## config.mk

```make
export PLATFORM = sky130hd
export DESIGN_NAME = box_occupancy_grid_flat
export DESIGN_NICKNAME = d
export VERILOG_FILES = /design/src/hw/rtl/boxg_pkg.sv /design/src/hw/rtl/boxg_if.sv /design/src/hw/rtl/boxg_store.sv /design/src/hw/rtl/boxg_seq.sv /design/src/hw/rtl/box_occupancy_grid.sv /design/src/flat_wrapper.sv
export SDC_FILE = /design/constraint.sdc
export NUM_CORES = 2
export LEC_CHECK = 0
export BUFFER_PORTS_ARGS = -buffer_cell sky130_fd_sc_hd__buf_4
export CORE_UTILIZATION = 45
export CTS_BUF_LIST = sky130_fd_sc_hd__clkbuf_8
export DETAILED_ROUTE_END_ITERATION = 7
export GPL_TIMING_DRIVEN = 0
export PLACE_DENSITY = 0.72
export SYNTH_ARGS = -nofsm -noshare
export SYNTH_HDL_FRONTEND = slang
export SYNTH_SLANG_ARGS = --single-unit
```

## constraint.sdc

```tcl
create_clock -name clk -period 8.1 [get_ports clk]
set_input_delay 1.62 -clock clk [delete_from_list [all_inputs] [get_ports clk]]
set_output_delay 1.62 -clock clk [all_outputs]
set_load 0.02 [all_outputs]
```

## src/hw/rtl/boxg_pkg.sv

```systemverilog
// Shared constants, types and codes for the box occupancy grid.
// No dependencies; every other file in hw/rtl depends on this package.
`default_nettype none
package boxg_pkg;

  localparam int MAX_DIM  = 16;
  localparam int COORD_W  = $clog2(MAX_DIM);
  localparam int DIM_W    = COORD_W + 1;
  localparam int END_W    = DIM_W + 1;
  localparam int ROW_AW   = 2 * COORD_W;
  localparam int ROWS     = MAX_DIM * MAX_DIM;

  localparam int CMD_W      = 2;
  localparam int START_W    = 4;
  localparam int SIZE_W     = 5;
  localparam int CFG_IDX_W  = 2;
  localparam int CFG_DATA_W = 5;

  typedef logic [CMD_W-1:0] cmd_t;
  localparam cmd_t CMD_CHECK = 2'd0;
  localparam cmd_t CMD_MARK  = 2'd1;
  localparam cmd_t CMD_CLEAR = 2'd2;

  typedef logic [CFG_IDX_W-1:0] cfg_idx_t;
  localparam cfg_idx_t REG_DIM_X  = 2'd0;
  localparam cfg_idx_t REG_DIM_Y  = 2'd1;
  localparam cfg_idx_t REG_DIM_Z  = 2'd2;
  localparam cfg_idx_t REG_MARGIN = 2'd3;

  typedef enum logic [2:0] {
    S_IDLE,
    S_SETUP,
    S_READ,
    S_WAIT,
    S_DONE
  } seq_state_t;

  typedef struct packed {
    logic [CFG_DATA_W-1:0] dim_x;
    logic [CFG_DATA_W-1:0] dim_y;
    logic [CFG_DATA_W-1:0] dim_z;
    logic                  margin;
  } grid_cfg_t;

  typedef struct packed {
    logic               rd_en;
    logic               wr_en;
    logic               clr;
    logic [ROW_AW-1:0]  addr;
    logic [MAX_DIM-1:0] wr_data;
  } store_req_t;

endpackage
`default_nettype wire

```

## src/hw/rtl/boxg_if.sv

```systemverilog
// Request and result channel interfaces for the box occupancy grid.
// Depends on boxg_pkg for field widths.
`default_nettype none
interface boxg_in_if;
  logic                             valid;
  logic                             ready;
  logic [boxg_pkg::CMD_W-1:0]       cmd;
  logic [boxg_pkg::START_W-1:0]     start_x;
  logic [boxg_pkg::START_W-1:0]     start_y;
  logic [boxg_pkg::START_W-1:0]     start_z;
  logic [boxg_pkg::SIZE_W-1:0]      size_x;
  logic [boxg_pkg::SIZE_W-1:0]      size_y;
  logic [boxg_pkg::SIZE_W-1:0]      size_z;

  modport source (output valid, cmd, start_x, start_y, start_z, size_x, size_y, size_z,
                  input ready);
  modport sink (input valid, cmd, start_x, start_y, start_z, size_x, size_y, size_z,
                output ready);
endinterface

interface boxg_out_if;
  logic valid;
  logic ready;
  logic box_free;

  modport source (output valid, box_free, input ready);
  modport sink (input valid, box_free, output ready);
endinterface
`default_nettype wire

```

## src/hw/rtl/boxg_store.sv

```systemverilog
// Occupancy store: one row of X cells per (Y,Z) pair, synchronous read.
// Row valid flags let a clear free every row at once. Depends on boxg_pkg.
`default_nettype none
module boxg_store (
  input  wire logic                      clk,
  input  wire logic                      rst_n,
  input  wire boxg_pkg::store_req_t      req,
  output logic [boxg_pkg::MAX_DIM-1:0]   rd_data
);
  import boxg_pkg::*;

  logic [MAX_DIM-1:0] mem [ROWS];
  logic [ROWS-1:0]    row_vld_r;
  logic [MAX_DIM-1:0] rd_word_r;
  logic               rd_vld_r;

  always_ff @(posedge clk) begin
    if (req.wr_en) begin
      mem[req.addr] <= req.wr_data;
    end
    if (req.rd_en) begin
      rd_word_r <= mem[req.addr];
    end
  end

  always_ff @(posedge clk) begin
    if (!rst_n) begin
      row_vld_r <= '0;
      rd_vld_r  <= 1'b0;
    end else begin
      if (req.clr) begin
        row_vld_r <= '0;
      end else if (req.wr_en) begin
        row_vld_r[req.addr] <= 1'b1;
      end
      if (req.rd_en) begin
        rd_vld_r <= row_vld_r[req.addr];
      end
    end
  end

  assign rd_data = rd_vld_r ? rd_word_r : '0;

endmodule
`default_nettype wire

```

## src/hw/rtl/boxg_seq.sv

```systemverilog
// Command sequencer: bounds setup, row-by-row read (read-modify-write for mark), result register.
// Depends on boxg_pkg and boxg_if; drives the store request of boxg_store.
`default_nettype none
module boxg_seq (
  input  wire logic                     clk,
  input  wire logic                     rst_n,
  input  wire boxg_pkg::grid_cfg_t      cfg,
  boxg_in_if.sink                       in_req,
  boxg_out_if.source                    out_res,
  output boxg_pkg::store_req_t          st_req,
  input  wire logic [boxg_pkg::MAX_DIM-1:0] st_rd_data
);
  import boxg_pkg::*;

  seq_state_t state_r, state_nxt;

  cmd_t               cmd_r, cmd_nxt;
  logic [COORD_W-1:0] sx_r, sx_nxt, sy_r, sy_nxt, sz_r, sz_nxt;
  logic [END_W-1:0]   ex_r, ex_nxt, ey_r, ey_nxt, ez_r, ez_nxt;
  logic [DIM_W-1:0]   yhi_r, yhi_nxt, zhi_r, zhi_nxt;
  logic [COORD_W-1:0] y_r, y_nxt, z_r, z_nxt;
  logic [MAX_DIM-1:0] mask_r, mask_nxt;
  logic               free_r, free_nxt;
  logic               out_valid_r, out_valid_nxt;
  logic               out_free_r, out_free_nxt;

  logic               accept;
  logic               out_slot;
  logic [DIM_W-1:0]   dx_c, dy_c, dz_c;
  logic [END_W-1:0]   xhi, yhi_s, zhi_s;
  logic [COORD_W-1:0] xlo;
  logic [MAX_DIM-1:0] mask_s;
  logic               empty_s;
  logic [DIM_W-1:0]   z_inc, y_inc;
  logic               z_last, y_last, hit;

  assign accept   = in_req.valid && in_req.ready;
  assign out_slot = !out_valid_r || out_res.ready;

  assign dx_c = (cfg.dim_x > DIM_W'(MAX_DIM)) ? DIM_W'(MAX_DIM) : cfg.dim_x;
  assign dy_c = (cfg.dim_y > DIM_W'(MAX_DIM)) ? DIM_W'(MAX_DIM) : cfg.dim_y;
  assign dz_c = (cfg.dim_z > DIM_W'(MAX_DIM)) ? DIM_W'(MAX_DIM) : cfg.dim_z;

  assign xhi   = (ex_r < END_W'(dx_c)) ? ex_r : END_W'(dx_c);
  assign yhi_s = (ey_r < END_W'(dy_c)) ? ey_r : END_W'(dy_c);
  assign zhi_s = (ez_r < END_W'(dz_c)) ? ez_r : END_W'(dz_c);
  assign xlo   = (cmd_r == CMD_CHECK && cfg.margin && sx_r != '0) ? sx_r - 1'b1 : sx_r;

  always_comb begin
    for (int i = 0; i < MAX_DIM; i++) begin
      mask_s[i] = (END_W'(i) >= END_W'(xlo)) && (END_W'(i) < xhi);
    end
  end

  assign empty_s = (mask_s == '0) || (END_W'(sy_r) >= yhi_s) || (END_W'(sz_r) >= zhi_s);

  assign z_inc  = DIM_W'(z_r) + 1'b1;
  assign y_inc  = DIM_W'(y_r) + 1'b1;
  assign z_last = z_inc >= zhi_r;
  assign y_last = y_inc >= yhi_r;
  assign hit    = |(st_rd_data & mask_r);

  always_comb begin
    state_nxt = state_r;
    case (state_r)
      S_IDLE: begin
        if (accept) state_nxt = S_SETUP;
      end
      S_SETUP: begin
        if (cmd_r == CMD_CHECK || cmd_r == CMD_MARK) begin
          state_nxt = empty_s ? S_DONE : S_READ;
        end else begin
          state_nxt = S_DONE;
        end
      end
      S_READ: state_nxt = S_WAIT;
      S_WAIT: begin
        if ((cmd_r == CMD_CHECK && hit) || (z_last && y_last)) begin
          state_nxt = S_DONE;
        end else begin
          state_nxt = S_READ;
        end
      end
      S_DONE: begin
        if (out_slot) state_nxt = S_IDLE;
      end
      default: state_nxt = S_IDLE;
    endcase
  end

  always_comb begin
    in_req.ready   = (state_r == S_IDLE);
    st_req         = '0;
    st_req.addr    = {z_r, y_r};
    st_req.wr_data = st_rd_data | mask_r;
    case (state_r)
      S_SETUP: st_req.clr   = (cmd_r == CMD_CLEAR);
      S_READ:  st_req.rd_en = 1'b1;
      S_WAIT:  st_req.wr_en = (cmd_r == CMD_MARK);
      default: st_req.rd_en = 1'b0;
    endcase
  end

  always_comb begin
    cmd_nxt  = cmd_r;
    sx_nxt   = sx_r;
    sy_nxt   = sy_r;
    sz_nxt   = sz_r;
    ex_nxt   = ex_r;
    ey_nxt   = ey_r;
    ez_nxt   = ez_r;
    yhi_nxt  = yhi_r;
    zhi_nxt  = zhi_r;
    y_nxt    = y_r;
    z_nxt    = z_r;
    mask_nxt = mask_r;
    free_nxt = free_r;
    out_valid_nxt = out_valid_r && !out_res.ready;
    out_free_nxt  = out_free_r;
    case (state_r)
      S_IDLE: begin
        if (accept) begin
          cmd_nxt = in_req.cmd;
          sx_nxt  = COORD_W'(in_req.start_x);
          sy_nxt  = COORD_W'(in_req.start_y);
          sz_nxt  = COORD_W'(in_req.start_z);
          ex_nxt  = END_W'(in_req.start_x) + END_W'(in_req.size_x);
          ey_nxt  = END_W'(in_req.start_y) + END_W'(in_req.size_y);
          ez_nxt  = END_W'(in_req.start_z) + END_W'(in_req.size_z);
        end
      end
      S_SETUP: begin
        mask_nxt = mask_s;
        yhi_nxt  = DIM_W'(yhi_s);
        zhi_nxt  = DIM_W'(zhi_s);
        y_nxt    = sy_r;
        z_nxt    = sz_r;
        free_nxt = 1'b1;
      end
      S_WAIT: begin
        if (cmd_r == CMD_CHECK && hit) free_nxt = 1'b0;
        if (z_last) begin
          z_nxt = sz_r;
          y_nxt = y_inc[COORD_W-1:0];
        end else begin
          z_nxt = z_inc[COORD_W-1:0];
        end
      end
      S_DONE: begin
        if (out_slot) begin
          out_valid_nxt = 1'b1;
          out_free_nxt  = free_r;
        end
      end
      default: free_nxt = free_r;
    endcase
  end

  always_ff @(posedge clk) begin
    if (!rst_n) begin
      state_r     <= S_IDLE;
      out_valid_r <= 1'b0;
    end else begin
      state_r     <= state_nxt;
      out_valid_r <= out_valid_nxt;
    end
  end

  always_ff @(posedge clk) begin
    cmd_r      <= cmd_nxt;
    sx_r       <= sx_nxt;
    sy_r       <= sy_nxt;
    sz_r       <= sz_nxt;
    ex_r       <= ex_nxt;
    ey_r       <= ey_nxt;
    ez_r       <= ez_nxt;
    yhi_r      <= yhi_nxt;
    zhi_r      <= zhi_nxt;
    y_r        <= y_nxt;
    z_r        <= z_nxt;
    mask_r     <= mask_nxt;
    free_r     <= free_nxt;
    out_free_r <= out_free_nxt;
  end

  assign out_res.valid    = out_valid_r;
  assign out_res.box_free = out_free_r;

  a_accept_setup: assert property (@(posedge clk) disable iff (!rst_n)
    accept |=> state_r == S_SETUP)
    else $error("accepted request did not enter setup");

  a_read_wait: assert property (@(posedge clk) disable iff (!rst_n)
    st_req.rd_en |=> state_r == S_WAIT)
    else $error("store read not followed by data cycle");

  a_write_mark: assert property (@(posedge clk) disable iff (!rst_n)
    st_req.wr_en |-> cmd_r == CMD_MARK && $past(st_req.rd_en))
    else $error("store write outside a mark read-modify-write");

  a_result_from_done: assert property (@(posedge clk) disable iff (!rst_n)
    $rose(out_valid_r) |-> $past(state_r) == S_DONE)
    else $error("result raised outside done state");

  a_clear_done: assert property (@(posedge clk) disable iff (!rst_n)
    st_req.clr |=> state_r == S_DONE)
    else $error("clear did not complete in one cycle");

endmodule
`default_nettype wire

```

## src/hw/rtl/box_occupancy_grid.sv

```systemverilog
// Box occupancy grid top level: configuration registers, sequencer and store.
// A check/mark walks its rows (Y,Z pairs), up to 256, through S_READ and then S_WAIT per row;
// a check stops at the first occupied row. A clear goes from S_SETUP straight to S_DONE.
// The next request is taken only after the last one is done, but it is taken while a result waits.
// Reset: dimensions 16, margin 1, all rows flagged free at once; no clearing sweep.
// Depends on boxg_pkg, boxg_if, boxg_store and boxg_seq.
`default_nettype none
module box_occupancy_grid (
  input  wire logic                           clk,
  input  wire logic                           rst_n,
  boxg_in_if.sink                             in_req,
  boxg_out_if.source                          out_res,
  input  wire logic                           cfg_we,
  input  wire logic [boxg_pkg::CFG_IDX_W-1:0] cfg_idx,
  input  wire logic [boxg_pkg::CFG_DATA_W-1:0] cfg_wdata
);
  import boxg_pkg::*;

  grid_cfg_t          cfg_r;
  store_req_t         st_req;
  logic [MAX_DIM-1:0] st_rd_data;

  always_ff @(posedge clk) begin
    if (!rst_n) begin
      cfg_r.dim_x  <= CFG_DATA_W'(16);
      cfg_r.dim_y  <= CFG_DATA_W'(16);
      cfg_r.dim_z  <= CFG_DATA_W'(16);
      cfg_r.margin <= 1'b1;
    end else if (cfg_we) begin
      case (cfg_idx)
        REG_DIM_X:  cfg_r.dim_x  <= cfg_wdata;
        REG_DIM_Y:  cfg_r.dim_y  <= cfg_wdata;
        REG_DIM_Z:  cfg_r.dim_z  <= cfg_wdata;
        REG_MARGIN: cfg_r.margin <= cfg_wdata[0];
        default:    cfg_r.margin <= cfg_r.margin;
      endcase
    end
  end

  boxg_seq u_seq (
    .clk        (clk),
    .rst_n      (rst_n),
    .cfg        (cfg_r),
    .in_req     (in_req),
    .out_res    (out_res),
    .st_req     (st_req),
    .st_rd_data (st_rd_data)
  );

  boxg_store u_store (
    .clk     (clk),
    .rst_n   (rst_n),
    .req     (st_req),
    .rd_data (st_rd_data)
  );

endmodule
`default_nettype wire
```

## src/flat_wrapper.sv

```systemverilog
// flat-port wrapper written by rule: the top's interface ports become plain ports
module box_occupancy_grid_flat import boxg_pkg::*;
  (clk, rst_n, cfg_we, cfg_idx, cfg_wdata, in_req_valid, in_req_cmd, in_req_start_x, in_req_start_y, in_req_start_z, in_req_size_x, in_req_size_y, in_req_size_z, in_req_ready, out_res_valid, out_res_box_free, out_res_ready);
  boxg_in_if in_req_i ();
  boxg_out_if out_res_i ();
  input  wire logic clk;
  input  wire logic rst_n;
  input  wire logic cfg_we;
  input  wire logic [boxg_pkg::CFG_IDX_W-1:0] cfg_idx;
  input  wire logic [boxg_pkg::CFG_DATA_W-1:0] cfg_wdata;
  input wire logic [$bits(in_req_i.valid)-1:0] in_req_valid;
  input wire logic [$bits(in_req_i.cmd)-1:0] in_req_cmd;
  input wire logic [$bits(in_req_i.start_x)-1:0] in_req_start_x;
  input wire logic [$bits(in_req_i.start_y)-1:0] in_req_start_y;
  input wire logic [$bits(in_req_i.start_z)-1:0] in_req_start_z;
  input wire logic [$bits(in_req_i.size_x)-1:0] in_req_size_x;
  input wire logic [$bits(in_req_i.size_y)-1:0] in_req_size_y;
  input wire logic [$bits(in_req_i.size_z)-1:0] in_req_size_z;
  output wire logic [$bits(in_req_i.ready)-1:0] in_req_ready;
  output wire logic [$bits(out_res_i.valid)-1:0] out_res_valid;
  output wire logic [$bits(out_res_i.box_free)-1:0] out_res_box_free;
  input wire logic [$bits(out_res_i.ready)-1:0] out_res_ready;
  assign in_req_i.valid = in_req_valid;
  assign in_req_i.cmd = in_req_cmd;
  assign in_req_i.start_x = in_req_start_x;
  assign in_req_i.start_y = in_req_start_y;
  assign in_req_i.start_z = in_req_start_z;
  assign in_req_i.size_x = in_req_size_x;
  assign in_req_i.size_y = in_req_size_y;
  assign in_req_i.size_z = in_req_size_z;
  assign in_req_ready = in_req_i.ready;
  assign out_res_valid = out_res_i.valid;
  assign out_res_box_free = out_res_i.box_free;
  assign out_res_i.ready = out_res_ready;
  box_occupancy_grid u_core (.clk(clk), .rst_n(rst_n), .in_req(in_req_i), .out_res(out_res_i), .cfg_we(cfg_we), .cfg_idx(cfg_idx), .cfg_wdata(cfg_wdata));
endmodule
```

==> run_results.csv <==
group,metric,value,unit
power,combPwrFrac,7.9,%
logic_synthesis,syn-num-nets,7514,
power,internal_power,35.2,mW
grt,grt.overflow.total,0,
layout,multi_input_area,38900,um2
power,leakagePower,62.2,nW
layout,mostFrequentLayoutCells,"edfxtp_1, mux4_2, clkbuf_8",
grt,grt_pass1_vias,87619,
clocking,cts.clk_slew.worst_paths,60,ps
place,placed_area,184000,um2
power,p_sw,11.2,mW
timing,fin_crit,7180,ps
logic_synthesis,yosysWarnings,0,
timing,setup_viol,0,
logic_synthesis,synthFlopType,"edfxtp_1",
layout,final_area,196000,um2
clocking,htree_levels,6,
drt,firstDrtPassIters,8,
logic_synthesis,synth_seq_cells,4457,
grt,antenna_found_initial,29,
min_path,hold_path_class,"register to register",
setup_path,crit_arrival,8040,ps
logic_synthesis,ys_seq_area_share,76.6,%
layout,final_common_cell,"edfxtp_1",
setup_path,start_kind,"register",
floorplan,die_w,619,um
setup_path,cp_max_fo,10,
logic_synthesis,synth_top_area_cell,"edfxtp_1",
clocking,cts-root-buf,"clkbuf_8",
clocking,clock_sinks,4457,
floorplan,core,379000,um2
setup_path,critical-path-max-stage-delay,1140,ps
floorplan,start_util,45.2,%
clocking,insertion_delay,1280,ps
timing,fmax,0.139,GHz
grt,grt_max_degree,113,
drt,drc_errors,2,
layout,fin_util,51.9,%
timing,finalCritPeriodShare,88.7,%
layout,fin_nets,8527,
timing,final_max_slew_viol_count,67,
timing,skew,63.3,ps
power,clkPwrFrac,36.9,%
drt,vias_per_cell,6.27,
clocking,numCtsBuffers,673,
floorplan,die_area,383000,um2
setup_path,cp_slowest_cell,"a22oi_1",
clocking,cts_setup_buffers,0,
drt,drt_iter0_drc,14223,
timing,tightest_slew,1610,ps
outcome,outcome,"finished with violations",
logic_synthesis,syn_area,171000,um2
place,io_buffers,43,
logic_synthesis,avgSynthCellArea,23.1,um2
job,max_cap_viol_count,6,
power,switching_share,24.1,%
setup_path,crit_path_end_kind,"register",
place,gp_congestion,0.896,
timing,setup_ws,919,ps
drt,vias,87790,
place,hpwl,317000,um
clocking,hold_buffers,0,
drt,routedWlPerCell,33.8,um
logic_synthesis,synth_top_area_share,73.4,%
drt,antenna_left,0,
outcome,violations,"DRC, capacitance limit, slew limit",
place,dp_slack,1530,ps
timing,maxSlewHeadroom,-7.48,%
setup_path,path_buf_inv,3,
drt,wirelength,474000,um
timing,holdWs,430,ps
power,p_seq_share,55.2,%
setup_path,worstSetupPathType,"register to register",
setup_path,crit_family,"buffers and inverters",
setup_path,crit_chain,"buf_2 > clkbuf_1 > clkbuf_1 > mux4_2 > mux4_2 > a22oi_1 > nand2_1 > a22oi_1 > o221ai_1",
logic_synthesis,synthCells,7419,
floorplan,die_h,619,um
power,worst_ir_drop_vdd,0.000168,V
logic_synthesis,ys_top_cells_by_area,"edfxtp_1, mux4_2, dfxtp_1, o21a_1, nor2_1",
floorplan,rows,226,
floorplan,ioPinCount,44,
setup_path,cp_data_required_time,8960,ps
layout,fillers,28010,
clocking,cts_tree,"built",
grt,grt_pass1_wl,658000,um
clocking,cts_resized,0,
timing,finalHoldViolCount,0,
timing,rsz0062_at_grt,"no",
logic_synthesis,synth_cell_types,63,
grt,track_usage,24.5,%
clocking,clock_path_buffers,4,
logic_synthesis,synth-async-reset-ratio,0,%
power,p_per_area,236,nW/um2
layout,area_delta_synth_final,14.8,%
layout,ff_latch_area,131000,um2
layout,drive_gt1_share,33.2,%
logic_synthesis,synth_edf_count,4180,
synth_stat cells, types with 27 or more instances:
cell type / number
edfxtp_1: 4180
mux4_2: 1360
nor2_1: 283
dfxtp_1: 277
o21a_1: 264
clkbuf_1: 253
buf_2: 111
nand2_1: 93
a22oi_1: 82
inv_1: 63
ha_1: 51
a221oi_1: 40
buf_1: 37
a22o_1: 36
a21o_1: 29
nor2b_1: 28
a21oi_1: 27
layout make-up:
type | count | area share, %
flip-flops and latches | 4457 | 66.7
multi-input cells | 2489 | 19.8
clock buffers | 712 | 4.99
well taps | 5016 | 3.20
repair buffers | 338 | 2.97
clock inverters | 510 | 1.29
plain buffers | 410 | 0.901
inverters | 63 | 0.120
diodes | 13 | 0.0166
cell families (layout without fill, tap and decap cells):
family	count (synthesis)	after routing	synth area share [%]
flip-flops	4457	4457	76.6
multiplexers	1400	1400	18.1
AO/OA/AOI/OAI	540	540	2.40
AND/OR/NAND/NOR	482	482	1.21
buffers and inverters	473	2033	1.15
adder cells (fa/ha/maj)	54	54	0.408
XOR/XNOR	13	13	0.0666
other	0	13	0
routing by layer:
metal  vias up  GRT usage [%]  routed length, um
li1      33840              -                  -
met1     46165           31.6             165000
met2      6677           37.8             220000
met3      1096           7.92              63800
met4        12           11.6              24400
met5         -              0                408
metrics by stage:
step,cells,power [mW],TNS (ps)
6_report,14008,46.4,0
5_1_grt,13996,47.6,0
3_3_place_gp,12478,29.7,-1581930
2_1_floorplan,7419,28.1,0
3_5_place_dp,12773,29.7,0
4_1_cts,13995,46.4,0
registers in the layout, indices dropped and copies added (netlist names), 2 cells and up:
signal,flops
u_core.u_store.mem,4096
u_core.u_seq.z_r,4
u_core.u_seq.sx_r,4
u_core.u_seq.y_r,4
u_core.cfg_r,16
u_core.u_seq.zhi_r,5
u_core.u_seq.ex_r,6
u_core.u_seq.cmd_r,2
u_core.u_seq.mask_r,16
u_core.u_seq.sz_r,4
u_core.u_seq.sy_r,4
u_core.u_store.row_vld_r,256
u_core.u_seq.state_r,3
u_core.u_seq.ey_r,6
u_core.u_seq.ez_r,6
u_core.u_store.rd_word_r,16
u_core.u_seq.yhi_r,5
path summary, 6_finish.rpt:
| kind | from | to | slack, ps | depth (start not counted) |
|---|---|---|---|---|
| worst max-delay path | u_core.u_seq.y_r[1] | u_core.u_store.rd_word_r[14] | 920 | 9 |
| worst min-delay path | u_core.u_seq.free_r | u_core.u_seq.out_res.box_free | 430 | 0 |
| worst max register to register | u_core.u_seq.y_r[1] | u_core.u_store.rd_word_r[14] | 920 | 9 |
| worst min register to register | u_core.u_seq.free_r | u_core.u_seq.out_res.box_free | 430 | 0 |
power by group through the flow:
stage / Sequential (mW) / Clock (mW) / Combinational (mW)
after floorplan: 26.2 / 0 / 1.95
final: 25.6 / 17.1 / 3.67
after global routing: 25.6 / 18.2 / 3.76
after detailed placement: 26.1 / 0 / 3.58
after CTS: 25.6 / 17.2 / 3.59
after global placement: 26.4 / 0 / 3.31
Note: power is estimated with default switching activity, not from simulation.
